[config.mk]
export PLATFORM = sky130hd
export DESIGN_NAME = mdc_clear_seq
export DESIGN_NICKNAME = d
export VERILOG_FILES = /design/src/design/mdc_pkg.sv /design/src/design/mdc_clear_seq.sv
export SDC_FILE = /design/constraint.sdc
export NUM_CORES = 1
export LEC_CHECK = 0
export BUFFER_PORTS_ARGS = -buffer_cell sky130_fd_sc_hd__buf_4
export CAP_MARGIN = 20
export CORE_ASPECT_RATIO = 1.75
export CORE_MARGIN = 3
export CORE_UTILIZATION = 42
export DETAILED_ROUTE_END_ITERATION = 10
export GPL_TIMING_DRIVEN = 0
export PLACE_DENSITY_LB_ADDON = 0.08
export SYNTH_ARGS = -nofsm -noshare
export SYNTH_HDL_FRONTEND = slang
export SYNTH_SLANG_ARGS = --single-unit
[constraint.sdc]
create_clock -name aclk -period 2.09 [get_ports aclk]
set_input_delay 0.418 -clock aclk [delete_from_list [all_inputs] [get_ports aclk]]
set_output_delay 0.418 -clock aclk [all_outputs]
set_load 0.02 [all_outputs]
[src/design/mdc_pkg.sv]
// Shared types, constants and helpers of the memory dependence classifier.
package mdc_pkg;

    localparam int ADDR_BITS  = 16;
    localparam int LOC_BITS   = 32;
    localparam int ENTRY_BITS = 2 * LOC_BITS;

    typedef logic [ADDR_BITS-1:0] addr_t;
    typedef logic [LOC_BITS-1:0]  loc_t;

    typedef enum logic [1:0] {
        DEP_RAW  = 2'd0,
        DEP_WAR  = 2'd1,
        DEP_WAW  = 2'd2,
        DEP_INIT = 2'd3
    } dep_kind_t;

    typedef enum logic {
        ST_CLEAR = 1'b0,
        ST_RUN   = 1'b1
    } seq_state_t;

    typedef struct packed {
        logic        is_read;
        logic [15:0] addr;
        logic [31:0] loc_id;
        logic        skip;
        logic [31:0] var_tag;
        logic [31:0] alias_id;
    } in_word_t;

    typedef struct packed {
        dep_kind_t   dep_kind;
        logic [31:0] sink_loc;
        logic [31:0] source_loc;
        logic [31:0] dep_var_tag;
        logic [31:0] dep_alias_id;
    } out_word_t;

    typedef struct packed {
        loc_t writer;
        loc_t reader;
    } entry_t;

    typedef struct packed {
        logic   en;
        addr_t  addr;
        entry_t data;
    } mem_wr_t;

    typedef struct packed {
        logic    busy;
        mem_wr_t wr;
    } clear_t;

    typedef struct packed {
        logic      valid;
        out_word_t word;
    } result_t;

    function automatic logic [31:0] to_loc32(loc_t x);
        logic [31:0] r;
        r = '0;
        r[LOC_BITS-1:0] = x;
        return r;
    endfunction

endpackage

[src/design/mdc_clear_seq.sv]
// Post-reset sweep that zeroes every shadow entry before accesses are taken.
module mdc_clear_seq (
    input  logic            aclk,
    input  logic            aresetn,
    output mdc_pkg::clear_t clr
);

    mdc_pkg::seq_state_t state_reg, state_next;
    mdc_pkg::addr_t      addr_reg, addr_next;

    always_ff @(posedge aclk) begin
        if (!aresetn) begin
            state_reg <= mdc_pkg::ST_CLEAR;
            addr_reg  <= '0;
        end else begin
            state_reg <= state_next;
            addr_reg  <= addr_next;
        end
    end

    always_comb begin
        state_next = state_reg;
        addr_next  = addr_reg;
        case (state_reg)
            mdc_pkg::ST_CLEAR: begin
                addr_next = addr_reg + 1'b1;
                if (addr_reg == '1) begin
                    state_next = mdc_pkg::ST_RUN;
                end
            end
            mdc_pkg::ST_RUN: begin
                state_next = mdc_pkg::ST_RUN;
            end
            default: begin
                state_next = mdc_pkg::ST_CLEAR;
            end
        endcase
    end

    always_comb begin
        clr         = '0;
        clr.wr.addr = addr_reg;
        case (state_reg)
            mdc_pkg::ST_CLEAR: begin
                clr.busy  = 1'b1;
                clr.wr.en = 1'b1;
            end
            mdc_pkg::ST_RUN: begin
                clr.busy  = 1'b0;
                clr.wr.en = 1'b0;
            end
            default: begin
                clr.busy  = 1'b1;
                clr.wr.en = 1'b0;
            end
        endcase
    end

endmodule

==> results.sh <==
export IMPL_nNetsFinal=243
export IMPL_synth_edf_count=0
export IMPL_grt_pass1_vias=955
export IMPL_core_area_sq_um=2784
export IMPL_synth_mux_area_frac=0.01589
export IMPL_grt_max_degree=11
export IMPL_fmax_ghz=0.5985
export IMPL_drtAntennaViolNets=0
export IMPL_worstPathArrival_ns=1.81
export IMPL_initial_core_util=0.4526
export IMPL_routedWlPerCell_um=9.635
export IMPL_power_frac_clock=0.301
export IMPL_maxUsedRoutingLayer="met4"
export IMPL_final_max_slew_viol_count=0
export IMPL_worst_setup_path_type="flop to flop"
export IMPL_drive_gt1_frac=0.3891
export IMPL_yosys_warnings=0
export IMPL_root_buffer="clkbuf_8"
export IMPL_avgViaCountPerCell=3.925
export IMPL_cts_buffers=3
export IMPL_p_switching_w=0.0002567
export IMPL_synth_cells=153
export IMPL_port_buffers=19
export IMPL_slew_headroom=0.6503
export IMPL_dr_pass1_iters=4
export IMPL_cts_max_path_buffers=2
export IMPL_clk_latency_ns=0.25
export IMPL_p_leak_nw=0.9464
export IMPL_cts_tree="built"
export IMPL_synth_top_family_by_area="buffers and inverters"
export IMPL_grt_usage=0.1449
export IMPL_synth_compound_area_frac=0.04965
export IMPL_grt_first_pass_wirelength_um=4071
export IMPL_die_y_um=78.46
export IMPL_p_per_area_nw_per_um2=472.3
export IMPL_synth_area_leader_cell="buf_4"
export IMPL_die_w_um=47.41
export IMPL_yosys_area_top_type_share=0.3873
export IMPL_startpoint_type="flop"
export IMPL_seqCellArea_sq_um=340.3
export IMPL_wirelength_um=2563
export IMPL_drt_met1_wl_um=775
export IMPL_gp_congestion=0.8100
export IMPL_antenna_cells=0
export IMPL_setup_tns_ns=0
export IMPL_synthTopCellsByArea="buf_4, dfxtp_1, nor2_1, xnor2_1, xor2_1"
export IMPL_largest_register_ffs=16
export IMPL_setup_viol=0
export IMPL_met3_length_um=236
export IMPL_num_vias=1044
export IMPL_ys_seq_elements=17
export IMPL_cts_repair_resized=0
export IMPL_layout_commonest_cell="buf_4"
export IMPL_dr_wl_met2_um=1517
export IMPL_synth_adder_area_share=0.009930
export IMPL_hold_path_depth=3
export IMPL_clkSinkCount=17
export IMPL_nFillCells=270
export IMPL_overflow=0
export IMPL_endpoint_kind="flop"
export IMPL_hpwlAfterDp_um=2211
export IMPL_synthSimpleGateAreaFrac=0.1807
export IMPL_power_frac_comb=0.287
export IMPL_fin_util=0.6175
export IMPL_hp_class="input port to flop"
export IMPL_rsz0062_at_grt="false"
export IMPL_io_pins=84
export IMPL_cts_htree_levels=1
export IMPL_remaining_drc_errors=0
export IMPL_p_sw_frac=0.3161
export IMPL_postCtsSetupBuffers=0
export IMPL_worstPathRequired_ns=2.23
export IMPL_worst_pin_slew_ns=0.5206
export IMPL_die_area_sq_um=3719
export IMPL_peakVddDrop_v=0.0004615
export IMPL_intPower_w=0.0005552
export IMPL_synthDistinctLibCells=31
export IMPL_status="finished clean"
export IMPL_areaGrowthSynthToFinish_pct=36.45
export IMPL_rr_worst_depth=5
export IMPL_async_flop_share=0
export IMPL_skew_ns=0.005374
export IMPL_period_share=0.7995
export IMPL_ys_flop_type="dfxtp_1"
export IMPL_maxCapViolations=0
export IMPL_post_route_min_period_ns=1.671
export IMPL_num_rows=25
export IMPL_grt_antenna_before_repair=0
export IMPL_finalHoldViolCount=0
export IMPL_synth_xor_area_frac=0.06256
export IMPL_cp_max_fo=4
export IMPL_multi_input_area_sq_um=641.9
export IMPL_p_seq_frac=0.413
export IMPL_synth_area_per_cell_sq_um=8.235
export IMPL_clk_pin_slew_worst_paths_ns=0.07
export IMPL_drt_iter0_drc=15
export IMPL_final_cell_mix="buf_4, conb_1, dfxtp_1"
export IMPL_ys_seq_area_frac=0.2701
export IMPL_ctsHoldBuffers=0
export IMPL_synth_area_sq_um=1260
## routing by layer
layer  vias up  global-route usage
met1       457              0.1241
li1        543                   -
met2        40              0.2890
met4         0             0.05263
met3         4             0.02752
met5         -                   0
## cell families after synthesis
family / Yosys count
mux: 2
compound gates: 11
other cells: 1
buf+inv: 70
flops: 17
xor+xnor: 9
fa+ha+maj: 1
simple gates: 42
## power by group through the flow
stage	Clock [W]	Combinational [W]	Sequential, W
2_1_floorplan	0	0.000205	0.000348
3_3_place_gp	0	0.000224	0.000342
3_5_place_dp	0	0.000225	0.000342
4_1_cts	0.000251	0.000225	0.000335
5_1_grt	0.000266	0.000252	0.000336
6_report	0.000244	0.000233	0.000335
## through the flow
step           hold slack, ns  setup WS (ns)  cells  power [W]  cell area, sq um
6_report               0.4470         0.4191    266  0.0008119              1719
5_1_grt                0.4566         0.1896    266  0.0008538              1719
4_1_cts                0.4476         0.4107    266  0.0008117              1719
3_5_place_dp           0.5062         0.4357    262  0.0005675              1673
3_3_place_gp           0.4822         0.4707    262  0.0005657              1673
2_1_floorplan          0.5525         0.4470    216  0.0005530              1496
## cell usage after synthesis, types with 3 or more instances
| cell | number |
|---|---|
| inv_1 | 3 |
| a21oi_1 | 5 |
| nand3_1 | 3 |
| buf_4 | 65 |
| xnor2_1 | 5 |
| dfxtp_1 | 17 |
| o21ai_0 | 3 |
| nand2_1 | 6 |
| nand4_1 | 4 |
| or3_1 | 3 |
| xor2_1 | 4 |
| nor2_1 | 13 |
## worst max-delay path, stage by stage, from the launching register on
cell and delay, ns:
dfxtp_1 0.39, ha_1 0.22, nand2_1 0.13, nor3_1 0.47, nand4_1 0.20, mux2i_1 0.15
## worst paths after layout
check | slack, ns | startpoint | end
min | 0.45 | aresetn | addr_reg[12]$_SDFFE_PN0N_
max reg2reg | 0.42 | addr_reg[0]$_SDFFE_PN0N_ | addr_reg[12]$_SDFFE_PN0N_
min reg2reg | 0.51 | addr_reg[12]$_SDFFE_PN0N_ | addr_reg[12]$_SDFFE_PN0N_
max | 0.42 | addr_reg[0]$_SDFFE_PN0N_ | addr_reg[12]$_SDFFE_PN0N_
## cell type report
class	count	area share
inverter	3	0.006550
clock inverter	1	0.002911
timing repair buffer	19	0.08297
tap	27	0.01965
buffer	67	0.2926
clock buffer	3	0.02402
sequential	17	0.1980
multi-input combinational	129	0.3734
No activity file was read; power rests on OpenSTA's default activity.
