$ cat src/design/mdc_pkg.sv
// Shared types, constants and helpers of the memory dependence classifier.
package mdc_pkg;

    localparam int ADDR_BITS  = 16;
    localparam int LOC_BITS   = 32;
    localparam int ENTRY_BITS = 2 * LOC_BITS;

    typedef logic [ADDR_BITS-1:0] addr_t;
    typedef logic [LOC_BITS-1:0]  loc_t;

    typedef enum logic [1:0] {
        DEP_RAW  = 2'd0,
        DEP_WAR  = 2'd1,
        DEP_WAW  = 2'd2,
        DEP_INIT = 2'd3
    } dep_kind_t;

    typedef enum logic {
        ST_CLEAR = 1'b0,
        ST_RUN   = 1'b1
    } seq_state_t;

    typedef struct packed {
        logic        is_read;
        logic [15:0] addr;
        logic [31:0] loc_id;
        logic        skip;
        logic [31:0] var_tag;
        logic [31:0] alias_id;
    } in_word_t;

    typedef struct packed {
        dep_kind_t   dep_kind;
        logic [31:0] sink_loc;
        logic [31:0] source_loc;
        logic [31:0] dep_var_tag;
        logic [31:0] dep_alias_id;
    } out_word_t;

    typedef struct packed {
        loc_t writer;
        loc_t reader;
    } entry_t;

    typedef struct packed {
        logic   en;
        addr_t  addr;
        entry_t data;
    } mem_wr_t;

    typedef struct packed {
        logic    busy;
        mem_wr_t wr;
    } clear_t;

    typedef struct packed {
        logic      valid;
        out_word_t word;
    } result_t;

    function automatic logic [31:0] to_loc32(loc_t x);
        logic [31:0] r;
        r = '0;
        r[LOC_BITS-1:0] = x;
        return r;
    endfunction

endpackage

$ cat src/design/mdc_stage.sv
// Classify stage: selects the shadow entry or forwarded data, classifies and writes back.
module mdc_stage (
    input  logic              aclk,
    input  logic              aresetn,
    input  logic              accept,
    input  mdc_pkg::in_word_t in_word,
    input  mdc_pkg::addr_t    in_idx,
    input  mdc_pkg::entry_t   rd_entry,
    input  logic              out_free,
    output logic              stage_ready,
    output logic              advance,
    output mdc_pkg::result_t  res,
    output mdc_pkg::mem_wr_t  wr
);

    logic              s1_valid_reg, s1_valid_next;
    mdc_pkg::in_word_t s1_word_reg;
    mdc_pkg::addr_t    s1_idx_reg;
    logic              fwd_reg;
    mdc_pkg::entry_t   fwd_data_reg;
    mdc_pkg::entry_t   cur;
    mdc_pkg::entry_t   new_entry;
    mdc_pkg::loc_t     s1_loc;

    assign advance     = s1_valid_reg && out_free;
    assign stage_ready = !s1_valid_reg || out_free;

    always_comb begin
        s1_valid_next = s1_valid_reg;
        if (accept) begin
            s1_valid_next = 1'b1;
        end else if (advance) begin
            s1_valid_next = 1'b0;
        end
    end

    always_ff @(posedge aclk) begin
        if (!aresetn) begin
            s1_valid_reg <= 1'b0;
            fwd_reg      <= 1'b0;
        end else begin
            s1_valid_reg <= s1_valid_next;
            if (accept) begin
                fwd_reg <= s1_valid_reg && (in_idx == s1_idx_reg);
            end
        end
    end

    always_ff @(posedge aclk) begin
        if (accept) begin
            s1_word_reg  <= in_word;
            s1_idx_reg   <= in_idx;
            fwd_data_reg <= new_entry;
        end
    end

    always_comb begin
        s1_loc    = mdc_pkg::loc_t'(s1_word_reg.loc_id);
        cur       = fwd_reg ? fwd_data_reg : rd_entry;
        new_entry = cur;
        res       = '0;
        res.word.dep_kind     = mdc_pkg::DEP_RAW;
        res.word.sink_loc     = mdc_pkg::to_loc32(s1_loc);
        res.word.dep_var_tag  = s1_word_reg.var_tag;
        res.word.dep_alias_id = s1_word_reg.alias_id;
        if (s1_word_reg.is_read) begin
            if (s1_word_reg.skip) begin
                new_entry.reader = s1_loc;
            end else if (cur.writer != '0) begin
                new_entry.reader    = s1_loc;
                res.valid           = 1'b1;
                res.word.dep_kind   = mdc_pkg::DEP_RAW;
                res.word.source_loc = mdc_pkg::to_loc32(cur.writer);
            end
        end else begin
            new_entry.writer = s1_loc;
            if (!s1_word_reg.skip) begin
                res.valid = 1'b1;
                if (cur.writer == '0) begin
                    res.word.dep_kind = mdc_pkg::DEP_INIT;
                end else if (cur.reader != '0) begin
                    res.word.dep_kind   = mdc_pkg::DEP_WAR;
                    res.word.source_loc = mdc_pkg::to_loc32(cur.reader);
                    new_entry.reader    = '0;
                end else begin
                    res.word.dep_kind   = mdc_pkg::DEP_WAW;
                    res.word.source_loc = mdc_pkg::to_loc32(cur.writer);
                end
            end
        end
    end

    always_comb begin
        wr.en   = advance;
        wr.addr = s1_idx_reg;
        wr.data = new_entry;
    end

    a_accept_needs_room: assert property (@(posedge aclk) disable iff (!aresetn)
        (accept && s1_valid_reg) |-> out_free)
        else $error("word accepted while the classify stage is blocked");

    a_accept_fills_stage: assert property (@(posedge aclk) disable iff (!aresetn)
        accept |=> s1_valid_reg)
        else $error("accepted word did not reach the classify stage");

    a_init_has_no_source: assert property (@(posedge aclk) disable iff (!aresetn)
        (s1_valid_reg && res.valid && res.word.dep_kind == mdc_pkg::DEP_INIT)
            |-> (res.word.source_loc == '0))
        else $error("INIT result carries a nonzero source location");

endmodule
$ cat config.mk
export PLATFORM = sky130hd
export DESIGN_NAME = mdc_stage
export DESIGN_NICKNAME = d
export VERILOG_FILES = /design/src/design/mdc_pkg.sv /design/src/design/mdc_stage.sv
export SDC_FILE = /design/constraint.sdc
export NUM_CORES = 1
export LEC_CHECK = 0
export BUFFER_PORTS_ARGS = -buffer_cell sky130_fd_sc_hd__buf_2
export CORE_AREA = 5 5 156 158
export DETAILED_ROUTE_END_ITERATION = 6
export DIE_AREA = 0 0 161 163
export PLACE_DENSITY_LB_ADDON = 0.25
export SYNTH_ARGS = -nofsm -noshare
export SYNTH_HDL_FRONTEND = slang
export SYNTH_SLANG_ARGS = --single-unit
$ cat constraint.sdc
create_clock -name aclk -period 2.1 [get_ports aclk]
set_input_delay 0 -clock aclk [delete_from_list [all_inputs] [get_ports aclk]]
set_output_delay 0 -clock aclk [all_outputs]
set_load 0.01 [all_outputs]
==> out/results.txt <==
status - complete, but fails checks
failing checks - setup timing
filler instances - 1876
sequential area share after synthesis - 59.7%
most numerous cell in the Yosys netlist - edfxtp_1
dpl hpwl - 23000 um
relative slew slack - 58.1%
clock skew - 0.0148 ns
HP Start - accept
routed len/inst - 22.2 um
Switching Fraction - 26.4%
setup TNS - -33.90 ns
Synth Area in Compound Gates - 11.4%
Psw - 0.00260 W
largest net degree at the start of global routing - 89
Logic pwr share - 19.4%
initial core utilization - 39.3%
die area - 26200 um2
Die W - 161 um
worst setup margin - -0.532 ns
WHS - 0.0161 ns
TritonCTS buffer count - 17
mux share of post-synthesis cell area - 7.54%
grt ovf - 0
Clock Pin Slew Worst Setup and Hold Paths - 0.07 ns
synth top area cells - edfxtp_1, buf_4, a221oi_2
Placer Congestion - 0.839
Seq cells post-synth - 180
maximum buffer depth of the clock tree - 2
fraction of registers with async set/reset - 0%
top post-synthesis cells by count - edfxtp_1, buf_4, nor2_1
PortBufs - 395
r2r setup slk - -0.27 ns
vias in the first global route - 7899
post-layout power - 0.00983 W
1st-iter DRT viols - 370
Die Span Y - 163 um
area of the mapped netlist - 9020 um2
H-tree Lvls - 4
kind of critical path - reg2out
XOR/XNOR Fraction of Synth Area - 1.55%
Setup crit end kind - primary output
max_cap viols - 0
share of layout cells above drive strength 1 - 54.0%
Core ar. - 23000 um2
Post-synth top flop - edfxtp_1
Worst-Skew Late Latency - 0.43 ns
Vias - 7468
Reg power frac - 45.5%
nets@finish - 1350
post-synthesis adder-cell area fraction - 0%
proportion of power drawn by the clock network - 35.1%
Setup Viol. Count Final - 99
# IOs - 412
First-pass DRT Iterations - 6
share of the synthesized area in the top cell type - 59.2%
Worst Tran Pin Value - 0.623 ns
area delta synth->final - 51.4%
crit path max fanout - 5
FMAX - 380 MHz
Min-Delay Path Depth - 1
first-pass GRT wire length - 46800 um
CTS sink count - 180
HP Class - in2reg
GRT Util Overall - 23.3%
r2r startpoint - fwd_data_reg[42]$_DFFE_PP_
RSZ-0062 raised after global routing - true
internal power - 0.00724 W
Worst Hold End - s1_loc[17]$_DFFE_PP_
Place WS - -0.395 ns
largest area contributor in the netlist - edfxtp_1
P_leak - 5.70 nW
crit path time final - 2.63 ns
Via density - 5.13
CTS tree - done
largest family of logic cells by synthesized area - compound AO/OA/AOI/OAI gates
Startpoint Class - flop
total wire length - 32200 um
Mapped Cells - 667
Max IR drop VDD - 419 uV
Final period util - 125%
DRC Markers - 0
Hold Vio Cnt, Final - 0
initial antenna violation count - 0
pwr/cell area - 720 nW/um2
remaining antenna violation count after routing - 0
# rows - 56
reg2reg path depth - 8
Unique masters post-synth - 41
Syn Area/Cell - 13.5 um2
WP data arrival - 2.63 ns
worst endpoint required time - 2.10 ns
YS warnings - 0
CTS Root Cell - clkbuf_16
Simple-Gate Fraction of Synth Area - 9.11%
syn nets - 865
reg-to-reg endpoint - fwd_data_reg[31]$_DFFE_PP_
final slew viol count - 0
number of flops mapped to enable cells by yosys - 178
==> worst max-delay path: stages (launching register included) <==
cell and delay (ns):
dfxtp_4 0.38, mux2_4 0.34, or4_4 0.54, or2_4 0.31, buf_12 0.17, a221oi_4 0.28, buf_2 0.19
==> cell type report <==
cell class	instances	area (um2)	share of cell area [%]
clock inverter	13	199	1.46
timing repair buffer	606	4270	31.2
multi-input combinational	344	3000	22.0
clock buffer	17	425	3.11
inverter	3	11.3	0.0824
antenna	2	5.00	0.0366
tap	290	363	2.66
sequential	180	5390	39.5
==> what timing repair did <==
action,4_1_cts,5_1_grt
hold buffers,116,0
setup endpoints to repair,99,124
buffers inserted,8,5
cloned,3,2
gates resized for setup,69,42
hold endpoints to repair,116,0
pin swaps,28,16
==> metrics by stage <==
step	std cells	util, %	area (um2)
global placement	1294	48.6	11200
CTS	1451	58.4	13400
floorplan	667	-	9020
finish	1455	59.4	13700
global route	1453	59.4	13700
detailed placement	1294	48.6	11200
==> cells by family (layout without fill, tap and decap cells) <==
| logic type | after synthesis | count (layout) |
|---|---|---|
| DFF | 180 | 180 |
| and+or+nand+nor | 157 | 157 |
| buffers and inverters | 143 | 639 |
| AOI/OAI and AO/OA | 107 | 107 |
| muxes | 64 | 64 |
| xor gates and xnor gates | 16 | 16 |
| other | 0 | 2 |
==> power groups by stage <==
stage          clock network [W]  registers [W]  logic [W]
2_1_floorplan                  0        0.00448   0.000873
3_3_place_gp                   0        0.00452    0.00157
3_5_place_dp                   0        0.00452    0.00159
4_1_cts                  0.00355        0.00445    0.00184
5_1_grt                  0.00369        0.00450    0.00204
6_report                 0.00345        0.00447    0.00191
==> layout by cell type, fill, tap and decap left out, types with 27 or more instances in the layout <==
cell type	Yosys	routed
a221oi_2	29	27
a21oi_1	34	32
buf_6	8	29
buf_2	9	372
edfxtp_1	178	178
and3_1	33	32
nor2_1	69	68
a221o_1	32	32
dlygate4sd3_1	0	116
mux2_2	32	31
buf_4	97	69
==> worst max path at each step <==
stage	endpoint	start	cells after the start
after floorplan	fwd_data_reg[10]$_DFFE_PP_	s1_word_reg[64]$_DFFE_PP_	6
after global placement	fwd_data_reg[31]$_DFFE_PP_	rd_entry[60]	8
after detailed placement	fwd_data_reg[31]$_DFFE_PP_	rd_entry[60]	8
after CTS	res[80]	fwd_reg$_SDFFE_PN0P_	7
after global routing	res[88]	fwd_reg$_SDFFE_PN0P_	10
final	res[88]	fwd_reg$_SDFFE_PN0P_	6
==> layer usage <==
metal	part of all wire (%)	global-route usage, %	up-vias
li1	-	-	3471
met1	38	27.0	3593
met2	52	42.4	360
met3	7.8	6.15	44
met4	2.5	7.06	0
met5	0	0	-
Note: power is estimated with default switching activity, not from simulation.
